<file path="config.mk">
export PLATFORM = sky130hd
export DESIGN_NAME = mxu_ram
export DESIGN_NICKNAME = d
export VERILOG_FILES = /design/src/rtl/mxu_ram.sv
export SDC_FILE = /design/constraint.sdc
export NUM_CORES = 1
export LEC_CHECK = 0
export CAP_MARGIN = 25
export CELL_PAD_IN_SITES_DETAIL_PLACEMENT = 0
export CELL_PAD_IN_SITES_GLOBAL_PLACEMENT = 1
export CORE_MARGIN = 8
export CORE_UTILIZATION = 55
export CTS_CLUSTER_DIAMETER = 40
export DETAILED_ROUTE_END_ITERATION = 16
export DONT_BUFFER_PORTS = 1
export PLACE_DENSITY = 0.76
export SLEW_MARGIN = 15
export SYNTH_ARGS = -nofsm -noshare
export SYNTH_HDL_FRONTEND = slang
export SYNTH_SLANG_ARGS = --single-unit
</file>
<file path="constraint.sdc">
create_clock -name clk -period 4 [get_ports clk]
set_input_delay 0.2 -clock clk [delete_from_list [all_inputs] [get_ports clk]]
set_output_delay 0.2 -clock clk [all_outputs]
set_load 0.02 [all_outputs]
</file>
<file path="src/rtl/mxu_ram.sv">
module mxu_ram #(
	parameter int WIDTH = 32,
	parameter int DEPTH = 32,
	localparam int AW = (DEPTH > 1) ? $clog2(DEPTH) : 1
) (
	input  logic             clk,
	input  logic             we,
	input  logic [AW-1:0]    waddr,
	input  logic [WIDTH-1:0] wdata,
	input  logic [AW-1:0]    raddr,
	output logic [WIDTH-1:0] rdata
);

	logic [WIDTH-1:0] mem [DEPTH];

	always_ff @(posedge clk) begin
		if (we) begin
			mem[waddr] <= wdata;
		end
		rdata <= mem[raddr];
	end

endmodule

</file>
==> results <==
- The clock net sink count is about 1,100.
- The setup path with the least slack is of type primary input to flop.
- Synthesis inferred 1,056 register bits.
- The power density over the cells is around 540 nW/um2.
- The pin count of the biggest net entering global routing is just over 500.
- The clock buffer count from CTS is 131.
- From left edge to right edge, the die measures about 290 um.
- The total nets after synthesis is 2,304.
- Setup violations remaining at the end of the flow were counted as 0.
- The checks that failed: max-slew violations.
- Using the TritonRoute via totals, the vias-per-cell ratio works out to between 6 and 7.
- After filler insertion, the fill cell instance count of the layout stands at 4,853.
- The clock passes through at most 3 buffers.
- The average cell area after synthesis is approximately 18 um2.
- The design internal power is 20.3 mW.
- Of the total power, the clock network draws 0.473.
- The count of cells in the finished layout, fillers not included, comes to roughly 3,500.
- The number of DRC markers in iteration 0 is between 1,500 and 2,000.
- Hold timing on the final database bottoms out at a slack of ~0.045 ns.
- The worst slew margin relative to its limit is -0.0878.
- The path class of the tightest hold or removal check is primary input to flop.
- The switching power share of the total is 0.209.
- The number of hold violations in the final report is 0.
- The clock network latency to the later pin of the worst-skew pair is 0.70 ns.
- The flow ran to the end, but the final reports show violations.
- The final max-slew violation count is 77.
- IR analysis of the VDD net gives a maximum drop of between 0.4 and 0.5 mV.
- The analysis attributes to cell leakage a power of between 15 and 20 nW.
- At the pin with the least slew margin, the transition time is between 1.5 and 2 ns.
- STA classifies the critical path endpoint as a flop.
- The required time reported for the critical path endpoint is approximately 4.6 ns.
- The tool flagged a number of max-cap violations equal to 0.
- Dividing the detail-routed wire length by the instance count gives between 20 and 30 um.
- The cell area after layout is between 40,000 and 50,000 um2.
- The via count of the first global-routing pass is just over 20,000.
- The count of placed standard cells including taps is between 3,000 and 4,000.
- After clock tree synthesis, the repair step resized 0 gates.
- TritonCTS built the clock tree.
- The first global-routing pass estimated roughly 140,000 um of wire.
- In this run the tool buffered the top-level ports with 0 buffer cells.
- The final layout contains routed wiring with a total length of around 94,000 um.
- The sequential share of power is 0.485.
- The total iterations of the first detailed-routing run is 6.
- STA puts the critical path data arrival time at around 2.4 ns.
- The H-tree was split into 4 levels.
- The sequential-to-total area share from yosys stat is 0.775.
- Setup repair after global routing left no endpoint under its margin.
- The number of nets with antenna violations after routing is 0.
- Of the total power, combinational logic draws 0.042.
- 76 I/O pins were placed.
- The number of antenna violations at the first check in global routing is 2.
- After synthesis, the netlist uses 25 different library cells.
- The floorplan die height is 287 um.
- The full die area is slightly above 80,000 um2.
- In the layout the commonest cells are sky130_fd_sc_hd__edfxtp_1, sky130_fd_sc_hd__mux2i_1, sky130_fd_sc_hd__clkbuf_16.
- In the final layout, the share of cells above drive strength 1 is 0.135.
- Clock skew on the completed layout was measured at 0.0257 ns.
- The number of synthesis warnings is 0.
- After clock tree synthesis, the clock-pin slew on the worst setup and hold paths is 0.05 ns.
- Synthesis handed over a netlist of about 2,300 instances.
- In the routed design, unresolved DRC markers number 0.
- The number of buffers inserted to repair setup after CTS is 0.
- The analysis attributes to net switching a power of approximately 5.4 mW.
- The number of rows created at floorplan is 99.
- The area added between synthesis and finish is 17.3%.
- The maximum fanout along the worst path is approximately 500.
- The post-detailed-placement half-perimeter wirelength is ~55,000 um.
- The tree is rooted in a sky130_fd_sc_hd__clkbuf_16.
- After the last flow step, the layout net total stands at 2,424.
- The instance area after placement is 41,700 um2.
- Of the available clock period, the critical path in the final layout requires 0.456.
- The mapped netlist covers just over 40,000 um2.
- Across all layers, the routed design uses 20,946 vias.
- The sum of overflow across all layers after global routing is 0.
- The setup TNS is 0 ns.
- The effective utilization at floorplan is 0.555.
- The leading cell type in the layout, fill and taps excluded is sky130_fd_sc_hd__edfxtp_1.
- The clock period could shrink to 1.82 ns.
- At the end of the flow the core is filled with cells to 0.651.
- The overall fraction of global-route tracks in use is 0.228.
- The global placer's final weighted congestion is ~0.79.
- The core box area is 73,000 um2.
- The category of the worst setup path launch point is a primary input.
- Static timing analysis puts the maximum clock frequency at 0.548 GHz.
critical path, stage by stage:
cell and delay (ns):
sky130_fd_sc_hd__dlygate4sd3_1 1.08, sky130_fd_sc_hd__mux2i_1 0.25, sky130_fd_sc_hd__nand2_1 0.07, sky130_fd_sc_hd__a31oi_1 0.18, sky130_fd_sc_hd__nand3_1 0.09
sequential cells by signal, indices dropped and copies added, names as in the netlist:
name and count:
mem 1024, rdata 32
kinds of logic after synthesis:
group	Yosys count	synth area share
buf+inv	127	0.0186
mux	512	0.127
compound gates	288	0.0485
simple gates	277	0.0310
flops	1056	0.775
synthesized netlist by cell type:
library cell               number  area (um2)
sky130_fd_sc_hd__edfxtp_1    1024       30700
sky130_fd_sc_hd__mux2i_1      512        5120
sky130_fd_sc_hd__nand2_1       98         368
sky130_fd_sc_hd__nand3_1       98         490
sky130_fd_sc_hd__a21oi_1       96         480
sky130_fd_sc_hd__a22oi_1       96         721
sky130_fd_sc_hd__a22o_1        64         561
sky130_fd_sc_hd__clkbuf_1      46         173
sky130_fd_sc_hd__nor2_1        34         128
sky130_fd_sc_hd__buf_4         33         248
sky130_fd_sc_hd__a31oi_1       32         200
sky130_fd_sc_hd__dfxtp_1       32         641
sky130_fd_sc_hd__nor3_1        32         160
sky130_fd_sc_hd__buf_2         26         130
sky130_fd_sc_hd__buf_6         15         169
sky130_fd_sc_hd__buf_1          5        18.8
sky130_fd_sc_hd__nand3b_1       5        37.5
sky130_fd_sc_hd__or3b_2         3        26.3
sky130_fd_sc_hd__clkbuf_4       2        15.0
sky130_fd_sc_hd__nand2b_1       2        12.5
sky130_fd_sc_hd__and2_1         1        6.26
sky130_fd_sc_hd__and2b_1        1        7.51
sky130_fd_sc_hd__nor2b_1        1        6.26
sky130_fd_sc_hd__or2_2          1        6.26
sky130_fd_sc_hd__or3_1          1        6.26
final timing paths:
path                                  start         end  slack [ns]  cells past startpoint
worst max-delay path               raddr[0]    rdata[5]        2.18                      5
worst min register to register  mem[26][13]   rdata[13]        0.59                      4
worst max register to register   mem[7][28]   rdata[28]        2.20                      5
worst min-delay path               waddr[2]  mem[16][1]        0.04                      2
layer usage:
metal / up-vias / routed length [um] / track usage
met2: 822 / 44100 / 0.346
met3: 116 / 8140 / 0.0609
met1: 10742 / 40600 / 0.329
met4: 0 / 1600 / 0.0585
met5: - / 0 / 0
li1: 9266 / - / -
timing repair:
item,4_1_cts,5_1_grt
endpoints found under the setup margin,0,0
hold buffers,69,0
hold endpoints to repair,1028,0
through the flow:
stage          worst slack, ns  total power, mW
2_1_floorplan             1.37             13.3
3_3_place_gp              1.43             13.4
3_5_place_dp              1.42             13.4
4_1_cts                   2.15             25.8
5_1_grt                   2.13             26.4
6_report                  2.18             25.7
power groups by stage:
stage	combinational [mW]	sequential [mW]	clock, mW
after CTS	1.05	12.5	12.3
final	1.07	12.4	12.2
after global placement	0.734	12.7	0
after global routing	1.12	12.5	12.8
after detailed placement	0.746	12.7	0
after floorplan	0.635	12.6	0
layout make-up:
cell class,count,area [um2],share of cell area
clock inverter,92,1100,0.0232
sequential,1056,31400,0.661
clock buffer,151,3470,0.0731
timing repair buffer,114,1700,0.0358
antenna,1,2.50,0.0000527
multi-input combinational,1077,8610,0.181
tap,959,1200,0.0253
No activity file was read; power rests on OpenSTA's default activity.
