===== src/rtl/mxu_pkg.sv =====
package mxu_pkg;

	// instruction codes as carried in the func field
	typedef enum logic [3:0] {
		OP_ADD  = 4'd0,
		OP_SUB  = 4'd1,
		OP_ADDI = 4'd2,
		OP_SUBI = 4'd3,
		OP_OR   = 4'd4,
		OP_AND  = 4'd5,
		OP_SLL  = 4'd6,
		OP_SRL  = 4'd7,
		OP_LW   = 4'd8,
		OP_SW   = 4'd9,
		OP_LBU  = 4'd10,
		OP_SBU  = 4'd11,
		OP_J    = 4'd12,
		OP_BEQ  = 4'd13,
		OP_BNE  = 4'd14,
		OP_SLT  = 4'd15
	} op_t;

	// register file read ports
	localparam int RD_PORTS = 3;
	localparam int RP_RS    = 0;
	localparam int RP_RT    = 1;
	localparam int RP_RD    = 2;

	// configuration space
	localparam int                CFG_AW         = 2;
	localparam logic [CFG_AW-1:0] ADDR_COST_MODE = CFG_AW'(0);

	localparam logic [15:0] PC_STEP     = 16'd4;
	localparam int          MEM_INDEX_W = 10;
	localparam int          BYTE_BITS   = 8;

	localparam logic [2:0] COST_SINGLE = 3'd1;
	localparam logic [2:0] COST_ALU    = 3'd4;
	localparam logic [2:0] COST_LOAD   = 3'd5;
	localparam logic [2:0] COST_STORE  = 3'd4;
	localparam logic [2:0] COST_JUMP   = 3'd1;
	localparam logic [2:0] COST_BRANCH = 3'd3;

	typedef struct packed {
		logic [3:0]         func;
		logic [4:0]         dest_reg;
		logic [4:0]         src_reg;
		logic [4:0]         src2_reg;
		logic signed [15:0] immediate;
		logic [15:0]        target_pc;
	} in_item_t;

	typedef struct packed {
		logic [15:0]              next_pc;
		logic                     branch_taken;
		logic                     reg_written;
		logic [4:0]               written_reg;
		logic signed [31:0]       written_value;
		logic                     mem_written;
		logic [MEM_INDEX_W-1:0]   mem_index;
		logic [2:0]               cycles_added;
		logic [31:0]              cycle_total;
	} out_item_t;

	// control flags that travel with an instruction down the pipe
	typedef struct packed {
		logic wr;       // register write
		logic mw;       // memory write
		logic mem_op;   // load or store
		logic byte_op;  // byte-wide load or store
		logic taken;    // pc loads target
	} ctl_t;

	// multi-cycle datapath cost per instruction
	function automatic logic [2:0] multi_cost(op_t op);
		logic [2:0] c;
		unique case (op)
			OP_ADD, OP_SUB, OP_ADDI, OP_SUBI, OP_OR, OP_AND,
			OP_SLL, OP_SRL, OP_SLT:    c = COST_ALU;
			OP_LW, OP_LBU:             c = COST_LOAD;
			OP_SW, OP_SBU:             c = COST_STORE;
			OP_J:                      c = COST_JUMP;
			OP_BEQ, OP_BNE:            c = COST_BRANCH;
		endcase
		return c;
	endfunction

	// which register read ports an instruction depends on
	function automatic logic [RD_PORTS-1:0] operand_need(op_t op);
		logic [RD_PORTS-1:0] n;
		n = '0;
		unique case (op)
			OP_ADD, OP_SUB, OP_OR, OP_AND, OP_SLT: begin
				n[RP_RS] = 1'b1;
				n[RP_RT] = 1'b1;
			end
			OP_ADDI, OP_SUBI, OP_SLL, OP_SRL, OP_LW, OP_LBU: begin
				n[RP_RS] = 1'b1;
			end
			OP_SW, OP_SBU, OP_BEQ, OP_BNE: begin
				n[RP_RS] = 1'b1;
				n[RP_RD] = 1'b1;
			end
			OP_J: begin
				n = '0;
			end
		endcase
		return n;
	endfunction

endpackage


===== src/rtl/mxu_alu.sv =====
module mxu_alu import mxu_pkg::*; #(
	parameter int WORD_BITS = 32
) (
	input  op_t                  op,
	input  logic [WORD_BITS-1:0] a,
	input  logic [WORD_BITS-1:0] b,
	input  logic [WORD_BITS-1:0] d,
	input  logic signed [15:0]   imm,
	output ctl_t                 ctl,
	output logic [WORD_BITS-1:0] val,
	output logic [WORD_BITS-1:0] sdata,
	output logic [31:0]          addr_sum
);

	logic [WORD_BITS-1:0] immx;
	logic [4:0]           sh;
	logic                 lt;

	assign immx     = WORD_BITS'(imm);
	assign sh       = imm[4:0];
	assign lt       = $signed(a) < $signed(b);
	// byte address before wrapping to the memory depth
	assign addr_sum = 32'(a) + 32'(imm);

	always_comb begin
		ctl   = '0;
		val   = '0;
		sdata = d;
		unique case (op)
			OP_ADD: begin
				ctl.wr = 1'b1;
				val    = a + b;
			end
			OP_SUB: begin
				ctl.wr = 1'b1;
				val    = a - b;
			end
			OP_ADDI: begin
				ctl.wr = 1'b1;
				val    = a + immx;
			end
			OP_SUBI: begin
				ctl.wr = 1'b1;
				val    = a - immx;
			end
			OP_OR: begin
				ctl.wr = 1'b1;
				val    = a | b;
			end
			OP_AND: begin
				ctl.wr = 1'b1;
				val    = a & b;
			end
			OP_SLL: begin
				ctl.wr = 1'b1;
				val    = a << sh;
			end
			OP_SRL: begin
				ctl.wr = 1'b1;
				val    = a >> sh;
			end
			OP_LW: begin
				ctl.wr     = 1'b1;
				ctl.mem_op = 1'b1;
			end
			OP_SW: begin
				ctl.mw     = 1'b1;
				ctl.mem_op = 1'b1;
			end
			OP_LBU: begin
				ctl.wr      = 1'b1;
				ctl.mem_op  = 1'b1;
				ctl.byte_op = 1'b1;
			end
			OP_SBU: begin
				ctl.mw      = 1'b1;
				ctl.mem_op  = 1'b1;
				ctl.byte_op = 1'b1;
				sdata       = WORD_BITS'(d[BYTE_BITS-1:0]);
			end
			OP_J: begin
				ctl.taken = 1'b1;
			end
			OP_BEQ: begin
				ctl.taken = (d == a);
			end
			OP_BNE: begin
				ctl.taken = (d != a);
			end
			OP_SLT: begin
				ctl.wr = 1'b1;
				val    = {{(WORD_BITS-1){1'b0}}, lt};
			end
		endcase
	end

endmodule


===== config.mk =====
export PLATFORM = sky130hd
export DESIGN_NAME = mxu_alu
export DESIGN_NICKNAME = d
export VERILOG_FILES = /design/src/rtl/mxu_pkg.sv /design/src/rtl/mxu_alu.sv
export SDC_FILE = /design/constraint.sdc
export NUM_CORES = 1
export LEC_CHECK = 0
export ABC_CLOCK_PERIOD_IN_PS = 24200
export BUFFER_PORTS_ARGS = -buffer_cell sky130_fd_sc_hd__buf_4
export CAP_MARGIN = 20
export CORE_MARGIN = 5
export CORE_UTILIZATION = 35
export DETAILED_ROUTE_END_ITERATION = 7
export SYNTH_ARGS = -nofsm -noshare
export SYNTH_HDL_FRONTEND = slang
export SYNTH_SLANG_ARGS = --single-unit
export TNS_END_PERCENT = 100

===== constraint.sdc =====
create_clock -name vclk -period 24.2
set_clock_uncertainty 0.05 [all_clocks]
set_input_delay 7.26 -clock vclk [all_inputs]
set_output_delay 7.26 -clock vclk [all_outputs]
set_load 0.005 [all_outputs]

==> results_dict.tcl <==
set metrics [dict create \
    status "finished, final reports clean" \
    max-slew-margin-rel_pct 38.26 \
    post_drt_wl_per_cell_um 24.69 \
    cpPeakStageDelay_ns 0.57 \
    fin_crit_sh_pct 80.46 \
    drcViolationCount 0 \
    pre_cts_ws_ns 4.793 \
    yosys.area_share.simple_pct 20.70 \
    postSynthAreaPerCell_um2 6.797 \
    worst_path_max_delay_cell "or4_4" \
    die_area_um2 35990 \
    fill_cells 3373 \
    synthAdderAreaFrac_pct 18.24 \
    antenna_found_initial 0 \
    syn-instance-count 1663 \
    min_from "d[3]" \
    max_freq_mhz 51.36 \
    critPathLaunchType "input port" \
    setup_violations 0 \
    synthMuxAreaShare_pct 11.18 \
    io_buffers 217 \
    fin_crit_ns 19.47 \
    wl_mm 54.59 \
    clock_buffers 0 \
    design.seq.count 0 \
    drive_gt1_share_pct 15.59 \
    fp-row-count 65 \
    regArea_um2 0 \
    dr.pass1.iters 6 \
    stdcell_area_um2 13230 \
    synth_warnings 0 \
    cp.required_ns 16.89 \
    rsz0062_at_grt "false" \
    syn_area_um2 11300 \
    core_area_um2 31720 \
    syn2layout_area_growth_pct 17.04 \
    setup_tns_ns 0 \
    crit_chain "buf_4, inv_1, ha_1, nand2_1, or3_1, or4_4, nor4_4, nand3_2, xnor2_1, a21oi_1, ha_1, a21o_1, a21o_1, a21oi_1, nor2b_1, nor2_1, nor2_1, a221oi_1, mux2i_1, nand3_1, a2111o_1, buf_4" \
    maxCapViolations 0 \
    cp_max_fo 7 \
    final-hold-violation-count 0 \
    p_leak_nw 6.160 \
    hp-class "in2out" \
    syn_nets 1942 \
    die_y_um 189.7 \
    hold_path_end "sdata[3]" \
    gr-total-overflow 0 \
    cp.arrival_ns 12.16 \
    post_cts_resized 0 \
    hold_buffers 0 \
    diodes 0 \
    setup_ws_ns 4.728 \
    grt_max_degree 81 \
    worstMarginPinSlew_ns 0.9260 \
    holdPathStages 2 \
    place_congestion 1.012 \
    synth_compound_area_share_pct 32.03 \
    critical_path_class "in2out" \
    synth.distinct_cells 77 \
    grt_usage_pct 28.28 \
    viasPerCell 6.209 \
    multi_input_area_um2 10510 \
    irDropWorstVdd_uv 14.95 \
    post-cts-setup-buffers 0 \
    num_vias 13730 \
    dpl-instance-area_um2 13230 \
    grt_pass1_wl_mm 80.12 \
    finalMaxSlewViolations 0 \
    pin_count 217 \
    start_util_pct 35.64 \
    die_w_um 189.7 \
    synthXorXnorAreaFrac_pct 10.68 \
    grt_pass1_vias 12850 \
    critPathCaptureType "primary output" \
    drtIter0Drc 1654 \
    power_density_nw_per_um2 26.72 \
    hpwl_mm 44.95 \
    ant_nets 0 \
    synth_top_family_by_area "compound AO/OA/AOI/OAI gates" \
    layout.nets 2090 \
    ys_seq_area_share_pct 0 \
    whs_ns 14.66 \
]
[metrics by stage]
stage                     std cells  utilization (%)  total power [mW]
after floorplan                1663                -            0.2057
after global placement         2210            41.66            0.3440
after detailed placement       2211            41.71            0.3442
after CTS                      2211            41.71            0.3464
after global routing           2211            41.71            0.3789
final                          2211            41.71            0.3535
[report_power, final]
| group | total (mW) | internal, mW | leakage (nW) | switching [mW] |
|---|---|---|---|---|
| Clock | 0 | 0 | 0 | 0 |
| Combinational | 0.354 | 0.144 | 6.16 | 0.210 |
| Sequential | 0 | 0 | 0 | 0 |
[per-layer routing]
metal	GRT usage, %	share of wire [%]	up-vias
li1	-	-	6378
met1	41.04	45	6453
met2	45.19	43	809
met3	3.468	9.4	88
met4	5.565	2.6	0
met5	0	0	-
[cell usage in the layout (no fill, tap or decap), types with 10 or more instances in the layout]
| cell | n |
|---|---|
| buf_4 | 234 |
| nor4_1 | 12 |
| mux2i_1 | 97 |
| o21bai_1 | 15 |
| nand2_1 | 133 |
| nor2b_1 | 16 |
| and2_1 | 31 |
| a21oi_1 | 144 |
| nor3_1 | 21 |
| inv_1 | 117 |
| nor2_1 | 137 |
| o31ai_1 | 15 |
| mux2_2 | 10 |
| xor2_1 | 23 |
| a211oi_1 | 22 |
| xnor2_1 | 113 |
| nand4_1 | 18 |
| a221oi_1 | 27 |
| ha_1 | 160 |
| nand2b_1 | 31 |
| o22ai_1 | 12 |
| a21o_1 | 45 |
| a31oi_1 | 12 |
| o211ai_1 | 30 |
| o21a_1 | 13 |
| nand3_1 | 29 |
| o21ai_0 | 144 |
| o221ai_1 | 12 |
| a22oi_1 | 18 |
[worst max path at each step]
| stage | slack, ns | cells past startpoint | from | to |
|---|---|---|---|---|
| 2_1_floorplan | 5.72 | 21 | b[1] | val[29] |
| 3_3_place_gp | 4.79 | 22 | b[1] | val[29] |
| 3_5_place_dp | 4.79 | 22 | b[1] | val[29] |
| 4_1_cts | 4.75 | 22 | b[1] | val[29] |
| 5_1_grt | 4.39 | 22 | b[1] | val[29] |
| 6_report | 4.73 | 22 | b[1] | val[29] |
[logic make-up (layout without fill, tap and decap cells)]
family,after synthesis,in the layout
mux,115,115
buf+inv,207,353
xor+xnor,137,137
simple gates,477,477
fa+ha+maj,163,163
compound gates,564,564
[cells in the mapped netlist (29+ instances only)]
master      n  area, um^2
ha_1      160        2002
and2_1     31       193.9
clkbuf_1   63       236.5
nand2b_1   31       193.9
mux2i_1    97       970.9
xnor2_1   113       989.7
nand2_1   133       499.2
inv_1     117       439.2
o21ai_0   144       720.7
nor2_1    140       525.5
a21o_1     45       337.8
o211ai_1   30       225.2
a21oi_1   144       720.7
nand3_1    29       145.1
[area by class of cell]
type                       count  area share (%)
timing repair buffer         235           13.39
multi-input combinational   1456           79.46
tap                          402           3.802
inverter                     118           3.348
[worst max-delay path, delay by kind of cell]
family	cells	cell delay, ns
buffers and inverters	3	0.39
multiplexers	1	0.26
adder cells (fa/ha/maj)	2	0.61
AND/OR/NAND/NOR	9	1.91
XOR/XNOR	1	0.17
AO/OA/AOI/OAI	6	1.56
Note: power is estimated with default switching activity, not from simulation.
