## src/rtl/mxu_pkg.sv

```systemverilog
package mxu_pkg;

	// instruction codes as carried in the func field
	typedef enum logic [3:0] {
		OP_ADD  = 4'd0,
		OP_SUB  = 4'd1,
		OP_ADDI = 4'd2,
		OP_SUBI = 4'd3,
		OP_OR   = 4'd4,
		OP_AND  = 4'd5,
		OP_SLL  = 4'd6,
		OP_SRL  = 4'd7,
		OP_LW   = 4'd8,
		OP_SW   = 4'd9,
		OP_LBU  = 4'd10,
		OP_SBU  = 4'd11,
		OP_J    = 4'd12,
		OP_BEQ  = 4'd13,
		OP_BNE  = 4'd14,
		OP_SLT  = 4'd15
	} op_t;

	// register file read ports
	localparam int RD_PORTS = 3;
	localparam int RP_RS    = 0;
	localparam int RP_RT    = 1;
	localparam int RP_RD    = 2;

	// configuration space
	localparam int                CFG_AW         = 2;
	localparam logic [CFG_AW-1:0] ADDR_COST_MODE = CFG_AW'(0);

	localparam logic [15:0] PC_STEP     = 16'd4;
	localparam int          MEM_INDEX_W = 10;
	localparam int          BYTE_BITS   = 8;

	localparam logic [2:0] COST_SINGLE = 3'd1;
	localparam logic [2:0] COST_ALU    = 3'd4;
	localparam logic [2:0] COST_LOAD   = 3'd5;
	localparam logic [2:0] COST_STORE  = 3'd4;
	localparam logic [2:0] COST_JUMP   = 3'd1;
	localparam logic [2:0] COST_BRANCH = 3'd3;

	typedef struct packed {
		logic [3:0]         func;
		logic [4:0]         dest_reg;
		logic [4:0]         src_reg;
		logic [4:0]         src2_reg;
		logic signed [15:0] immediate;
		logic [15:0]        target_pc;
	} in_item_t;

	typedef struct packed {
		logic [15:0]              next_pc;
		logic                     branch_taken;
		logic                     reg_written;
		logic [4:0]               written_reg;
		logic signed [31:0]       written_value;
		logic                     mem_written;
		logic [MEM_INDEX_W-1:0]   mem_index;
		logic [2:0]               cycles_added;
		logic [31:0]              cycle_total;
	} out_item_t;

	// control flags that travel with an instruction down the pipe
	typedef struct packed {
		logic wr;       // register write
		logic mw;       // memory write
		logic mem_op;   // load or store
		logic byte_op;  // byte-wide load or store
		logic taken;    // pc loads target
	} ctl_t;

	// multi-cycle datapath cost per instruction
	function automatic logic [2:0] multi_cost(op_t op);
		logic [2:0] c;
		unique case (op)
			OP_ADD, OP_SUB, OP_ADDI, OP_SUBI, OP_OR, OP_AND,
			OP_SLL, OP_SRL, OP_SLT:    c = COST_ALU;
			OP_LW, OP_LBU:             c = COST_LOAD;
			OP_SW, OP_SBU:             c = COST_STORE;
			OP_J:                      c = COST_JUMP;
			OP_BEQ, OP_BNE:            c = COST_BRANCH;
		endcase
		return c;
	endfunction

	// which register read ports an instruction depends on
	function automatic logic [RD_PORTS-1:0] operand_need(op_t op);
		logic [RD_PORTS-1:0] n;
		n = '0;
		unique case (op)
			OP_ADD, OP_SUB, OP_OR, OP_AND, OP_SLT: begin
				n[RP_RS] = 1'b1;
				n[RP_RT] = 1'b1;
			end
			OP_ADDI, OP_SUBI, OP_SLL, OP_SRL, OP_LW, OP_LBU: begin
				n[RP_RS] = 1'b1;
			end
			OP_SW, OP_SBU, OP_BEQ, OP_BNE: begin
				n[RP_RS] = 1'b1;
				n[RP_RD] = 1'b1;
			end
			OP_J: begin
				n = '0;
			end
		endcase
		return n;
	endfunction

endpackage

```

## src/rtl/mxu_ram.sv

```systemverilog
module mxu_ram #(
	parameter int WIDTH = 32,
	parameter int DEPTH = 32,
	localparam int AW = (DEPTH > 1) ? $clog2(DEPTH) : 1
) (
	input  logic             clk,
	input  logic             we,
	input  logic [AW-1:0]    waddr,
	input  logic [WIDTH-1:0] wdata,
	input  logic [AW-1:0]    raddr,
	output logic [WIDTH-1:0] rdata
);

	logic [WIDTH-1:0] mem [DEPTH];

	always_ff @(posedge clk) begin
		if (we) begin
			mem[waddr] <= wdata;
		end
		rdata <= mem[raddr];
	end

endmodule

```

## src/rtl/mxu_regfile.sv

```systemverilog
module mxu_regfile import mxu_pkg::*; #(
	parameter int WORD_BITS = 32,
	parameter int REG_COUNT = 32,
	localparam int RIW = $clog2(REG_COUNT)
) (
	input  logic                 clk,
	input  logic                 arst_n,
	input  logic [RIW-1:0]       raddr [RD_PORTS],
	output logic [WORD_BITS-1:0] rdata [RD_PORTS],
	input  logic                 we,
	input  logic [RIW-1:0]       waddr,
	input  logic [WORD_BITS-1:0] wdata
);

	logic [RIW-1:0]       raddr_q [RD_PORTS];
	logic [WORD_BITS-1:0] ram_rdata [RD_PORTS];
	logic [REG_COUNT-1:0] vld_q;
	logic                 bp_v_q;
	logic [RIW-1:0]       bp_idx_q;
	logic [WORD_BITS-1:0] bp_data_q;

	// never-written entries read as zero; the last write covers a same-edge read
	always_ff @(posedge clk or negedge arst_n) begin
		if (!arst_n) begin
			vld_q  <= '0;
			bp_v_q <= 1'b0;
		end else if (we) begin
			vld_q[waddr] <= 1'b1;
			bp_v_q       <= 1'b1;
		end
	end

	always_ff @(posedge clk) begin
		raddr_q <= raddr;
		if (we) begin
			bp_idx_q  <= waddr;
			bp_data_q <= wdata;
		end
	end

	for (genvar p = 0; p < RD_PORTS; p++) begin : g_port
		mxu_ram #(
			.WIDTH(WORD_BITS),
			.DEPTH(REG_COUNT)
		) u_ram (
			.clk  (clk),
			.we   (we),
			.waddr(waddr),
			.wdata(wdata),
			.raddr(raddr[p]),
			.rdata(ram_rdata[p])
		);

		always_comb begin
			priority if (bp_v_q && bp_idx_q == raddr_q[p]) begin
				rdata[p] = bp_data_q;
			end else if (vld_q[raddr_q[p]]) begin
				rdata[p] = ram_rdata[p];
			end else begin
				rdata[p] = '0;
			end
		end
	end

endmodule

```

## config.mk

```make
export PLATFORM = sky130hd
export DESIGN_NAME = mxu_regfile
export DESIGN_NICKNAME = d
export VERILOG_FILES = /design/src/rtl/mxu_pkg.sv /design/src/rtl/mxu_ram.sv /design/src/rtl/mxu_regfile.sv
export SDC_FILE = /design/constraint.sdc
export NUM_CORES = 2
export LEC_CHECK = 0
export BUFFER_PORTS_ARGS = -buffer_cell sky130_fd_sc_hd__buf_2
export CAP_MARGIN = 0
export CORE_MARGIN = 2
export CORE_UTILIZATION = 40
export CTS_BUF_LIST = sky130_fd_sc_hd__clkbuf_8
export CTS_CLUSTER_SIZE = 12
export DETAILED_ROUTE_END_ITERATION = 16
export GPL_TIMING_DRIVEN = 0
export PLACE_DENSITY = 0.6
export SYNTH_ARGS = -nofsm -noshare
export SYNTH_HDL_FRONTEND = slang
export SYNTH_SLANG_ARGS = --single-unit
```

## constraint.sdc

```tcl
create_clock -name clk -period 3.1 [get_ports clk]
set_clock_uncertainty 0.15 [all_clocks]
set_input_delay 0 -clock clk [delete_from_list [all_inputs] [get_ports clk]]
set_output_delay 0 -clock clk [all_outputs]
set_load 0.02 [all_outputs]
```

==> results.ini <==
[outcome]
status=finished, violations left
violations=negative setup slack

[timing]
max_freq_ghz=0.2744
tightest_slew_ns=1.427
setup_slack_ns=-0.5445
post-route-period-util=1.176
final-max-slew-violation-count=0
slew_headroom=0.04893
setup_viol=103
post-route-min-period_ns=3.645
rsz0062_at_grt=true
tns_ns=-45.03
hold_violations=0

[drt]
drtIter0Drc=5888
num_vias=37680
wl_per_cell_um=40.82
ant_nets=0
post-route-drc-count=0
viasPerCell=6.792
routed_wl_mm=226.5
drtPass1Iterations=6

[synth]
synth_cells=2790
synth_edf_count=1061
syn_nets=2845
syn-cell-area_um2=61140
synth-seq-cells=1205
synth_top_area_frac=0.5211
synthTopCellsByCount=edfxtp_1, mux4_2, clkbuf_1
synth_top_area_cell=edfxtp_1
postSynthAreaPerCell_um2=21.91
yosysWarnings=0
netlist_top_cells_area=edfxtp_1, mux4_2, dfxtp_1, mux2_2, a22o_1
synthArstFlopShare=0.02739
synth.distinct_cells=26
ys_seq_area_frac=0.5710
yosysMostFrequentCell=edfxtp_1
ys.flop_type=edfxtp_1

[clock_tree]
numCtsBuffers=201
clock_tree.root_cell=clkbuf_8
clockBufferDepth=3
cts.clk_slew.worst_paths_ns=0.07
clk_latency_ns=0.98
cts_tree=yes
cts_max_level=4
numClockSinks=1205

[die]
io-pin-count=151
die_y_um=395.0
std_cell_rows=143
die_w_um=395.0
dieArea_um2=156000
core_area_um2=151900
initial_utilization=0.4025

[global_routing]
grt_usage=0.2889
antenna_found_initial=6
grt-ovfl-total=0
grt_pass1_vias=39130
grt_pass1_wl_mm=308.6
grt_start_max_net_pins=43

[pwr]
powerDensity_nw_per_um2=541.7
p_leak_nw=23.57
p_total_mw=39.13
peakVddDrop_uv=489.2

[critical_path]
cp-end-kind=primary output
r2r-start=g_port[1].u_ram.mem[27][19]
r2r-end=g_port[1].u_ram.rdata[19]
worst-path-max-fanout=6
worstSetupPathType=register to primary output
timing.reg2reg.setup_slack_ns=0.97
cp-startpoint=raddr_q[11]
crit_path_end=rdata[86]
cp.required_ns=2.95
start_kind=register
reg2reg_depth=3
arrival_ns=3.49

[finish]
drive_gt1_frac=0.5067
area_growth_syn_to_layout_pct=18.14
final_cells=5548
fillers=12400
nNetsFinal=3402

[placement]
hpwlAfterDp_mm=149.4
io_buffers=150
placed_cells=5010
finalWeightedCongestion=0.8670

[run]
maxCapViolations=0

[hold_path]
min_path_cells=3
hold_path_class=input pin to register

## where the power goes
part	leakage (nW)	switching (mW)	internal (mW)	total (mW)
combinational	10.4	3.47	3.15	6.62
sequential	10.9	0.340	18.2	18.5
clock	2.27	6.94	7.07	14.0
total	23.6	10.7	28.4	39.1
## layout by cell type (no fill, tap or decap), drive strengths merged
cell type    count
a22o            99
and3             6
and3b            3
buf            363
bufinv           6
clkbuf         358
clkinv          59
clkinvlp         3
dfrtp           33
dfxtp          111
diode            1
dlygate4sd3    109
edfxtp        1061
inv             84
mux2            96
mux2i           48
mux4           972
nand2            2
nand3            2
nand3b           5
nor2            37
nor2b            3
nor4             6
or2             33
or3              1
or3b             2
xnor2            3
xor2            12
## flip-flops by register name, summed over array words and instances (netlist names)
name                cells
bp_data_q              32
bp_idx_q                5
bp_v_q                  1
g_port.u_ram.mem     1024
g_port.u_ram.rdata     96
raddr_q                15
vld_q                  32
## critical path, stage by stage, from the launching register on
cell and delay, ns:
dfxtp_4 0.37, buf_12 0.14, buf_8 0.12, mux2i_1 0.11
mux4_2 0.48, and3b_2 0.23, nor4_4 0.31, buf_12 0.18
buf_12 0.13, buf_12 0.15, a22o_4 0.17, buf_6 0.13
## worst min path at each step
| stage | startpoint | end | slack, ns |
|---|---|---|---|
| floorplan | arst_n | bp_v_q | -0.45 |
| global placement | arst_n | vld_q[18] | -0.06 |
| detailed placement | arst_n | vld_q[16] | -0.05 |
| CTS | wdata[31] | bp_data_q[31] | 0.006 |
| global route | wdata[31] | g_port[1].u_ram.mem[31][31] | 0.08 |
| finish | raddr[12] | raddr_q[12] | 0.09 |
## metal layers
metal	GRT usage	routed length [µm]	share of wire	vias to the layer above
met4	0.1426	12050	0.053	4
met2	0.4614	108600	0.48	2871
met3	0.07382	25460	0.11	621
li1	-	-	-	13830
met5	0	28	0.00012	-
met1	0.3687	80320	0.35	20350
## layout make-up
type / instances / area (µm²) / area share
sequential: 1205 / 34920 / 0.4834
multi-input combinational: 1330 / 25430 / 0.3520
timing repair buffer: 364 / 4292 / 0.05942
clock buffer: 221 / 3042 / 0.04211
tap: 2030 / 2540 / 0.03516
buffer: 245 / 1166 / 0.01614
clock inverter: 152 / 843.3 / 0.01168
antenna: 1 / 2.502 / 0.00003464
## per-stage QoR
stage	utilization	instance area, µm²	setup slack (ns)	hold WS, ns
2_1_floorplan	-	61140	0.4964	-0.4456
3_3_place_gp	0.4242	64430	-3.541	-0.06414
3_5_place_dp	0.4312	65510	-0.7814	-0.05319
4_1_cts	0.4726	71800	-0.6216	0.005756
5_1_grt	0.4755	72230	-0.6193	0.07762
6_report	0.4755	72230	-0.5445	0.09443
## cells by family (layout without fill, tap and decap cells)
kind of cell,count (synthesis),after routing,synth area share
AOI/OAI and AO/OA,99,99,0.01418
xor gates and xnor gates,15,15,0.002149
buffers and inverters,255,982,0.01948
DFF,1205,1205,0.5710
muxes,1116,1116,0.3836
other,0,1,0
and+or+nand+nor,100,100,0.009639
## timing repair
| item | in CTS | in global routing |
|---|---|---|
| setup endpoints to repair | 96 | 140 |
| cloned | 3 | 4 |
| hold buffers | 124 | 0 |
| hold endpoints to repair | 1737 | 0 |
| resized for setup | 225 | 51 |
| pin swaps | 8 | 19 |
| setup buffers | 23 | 20 |
(Power assumes the default switching activity.)
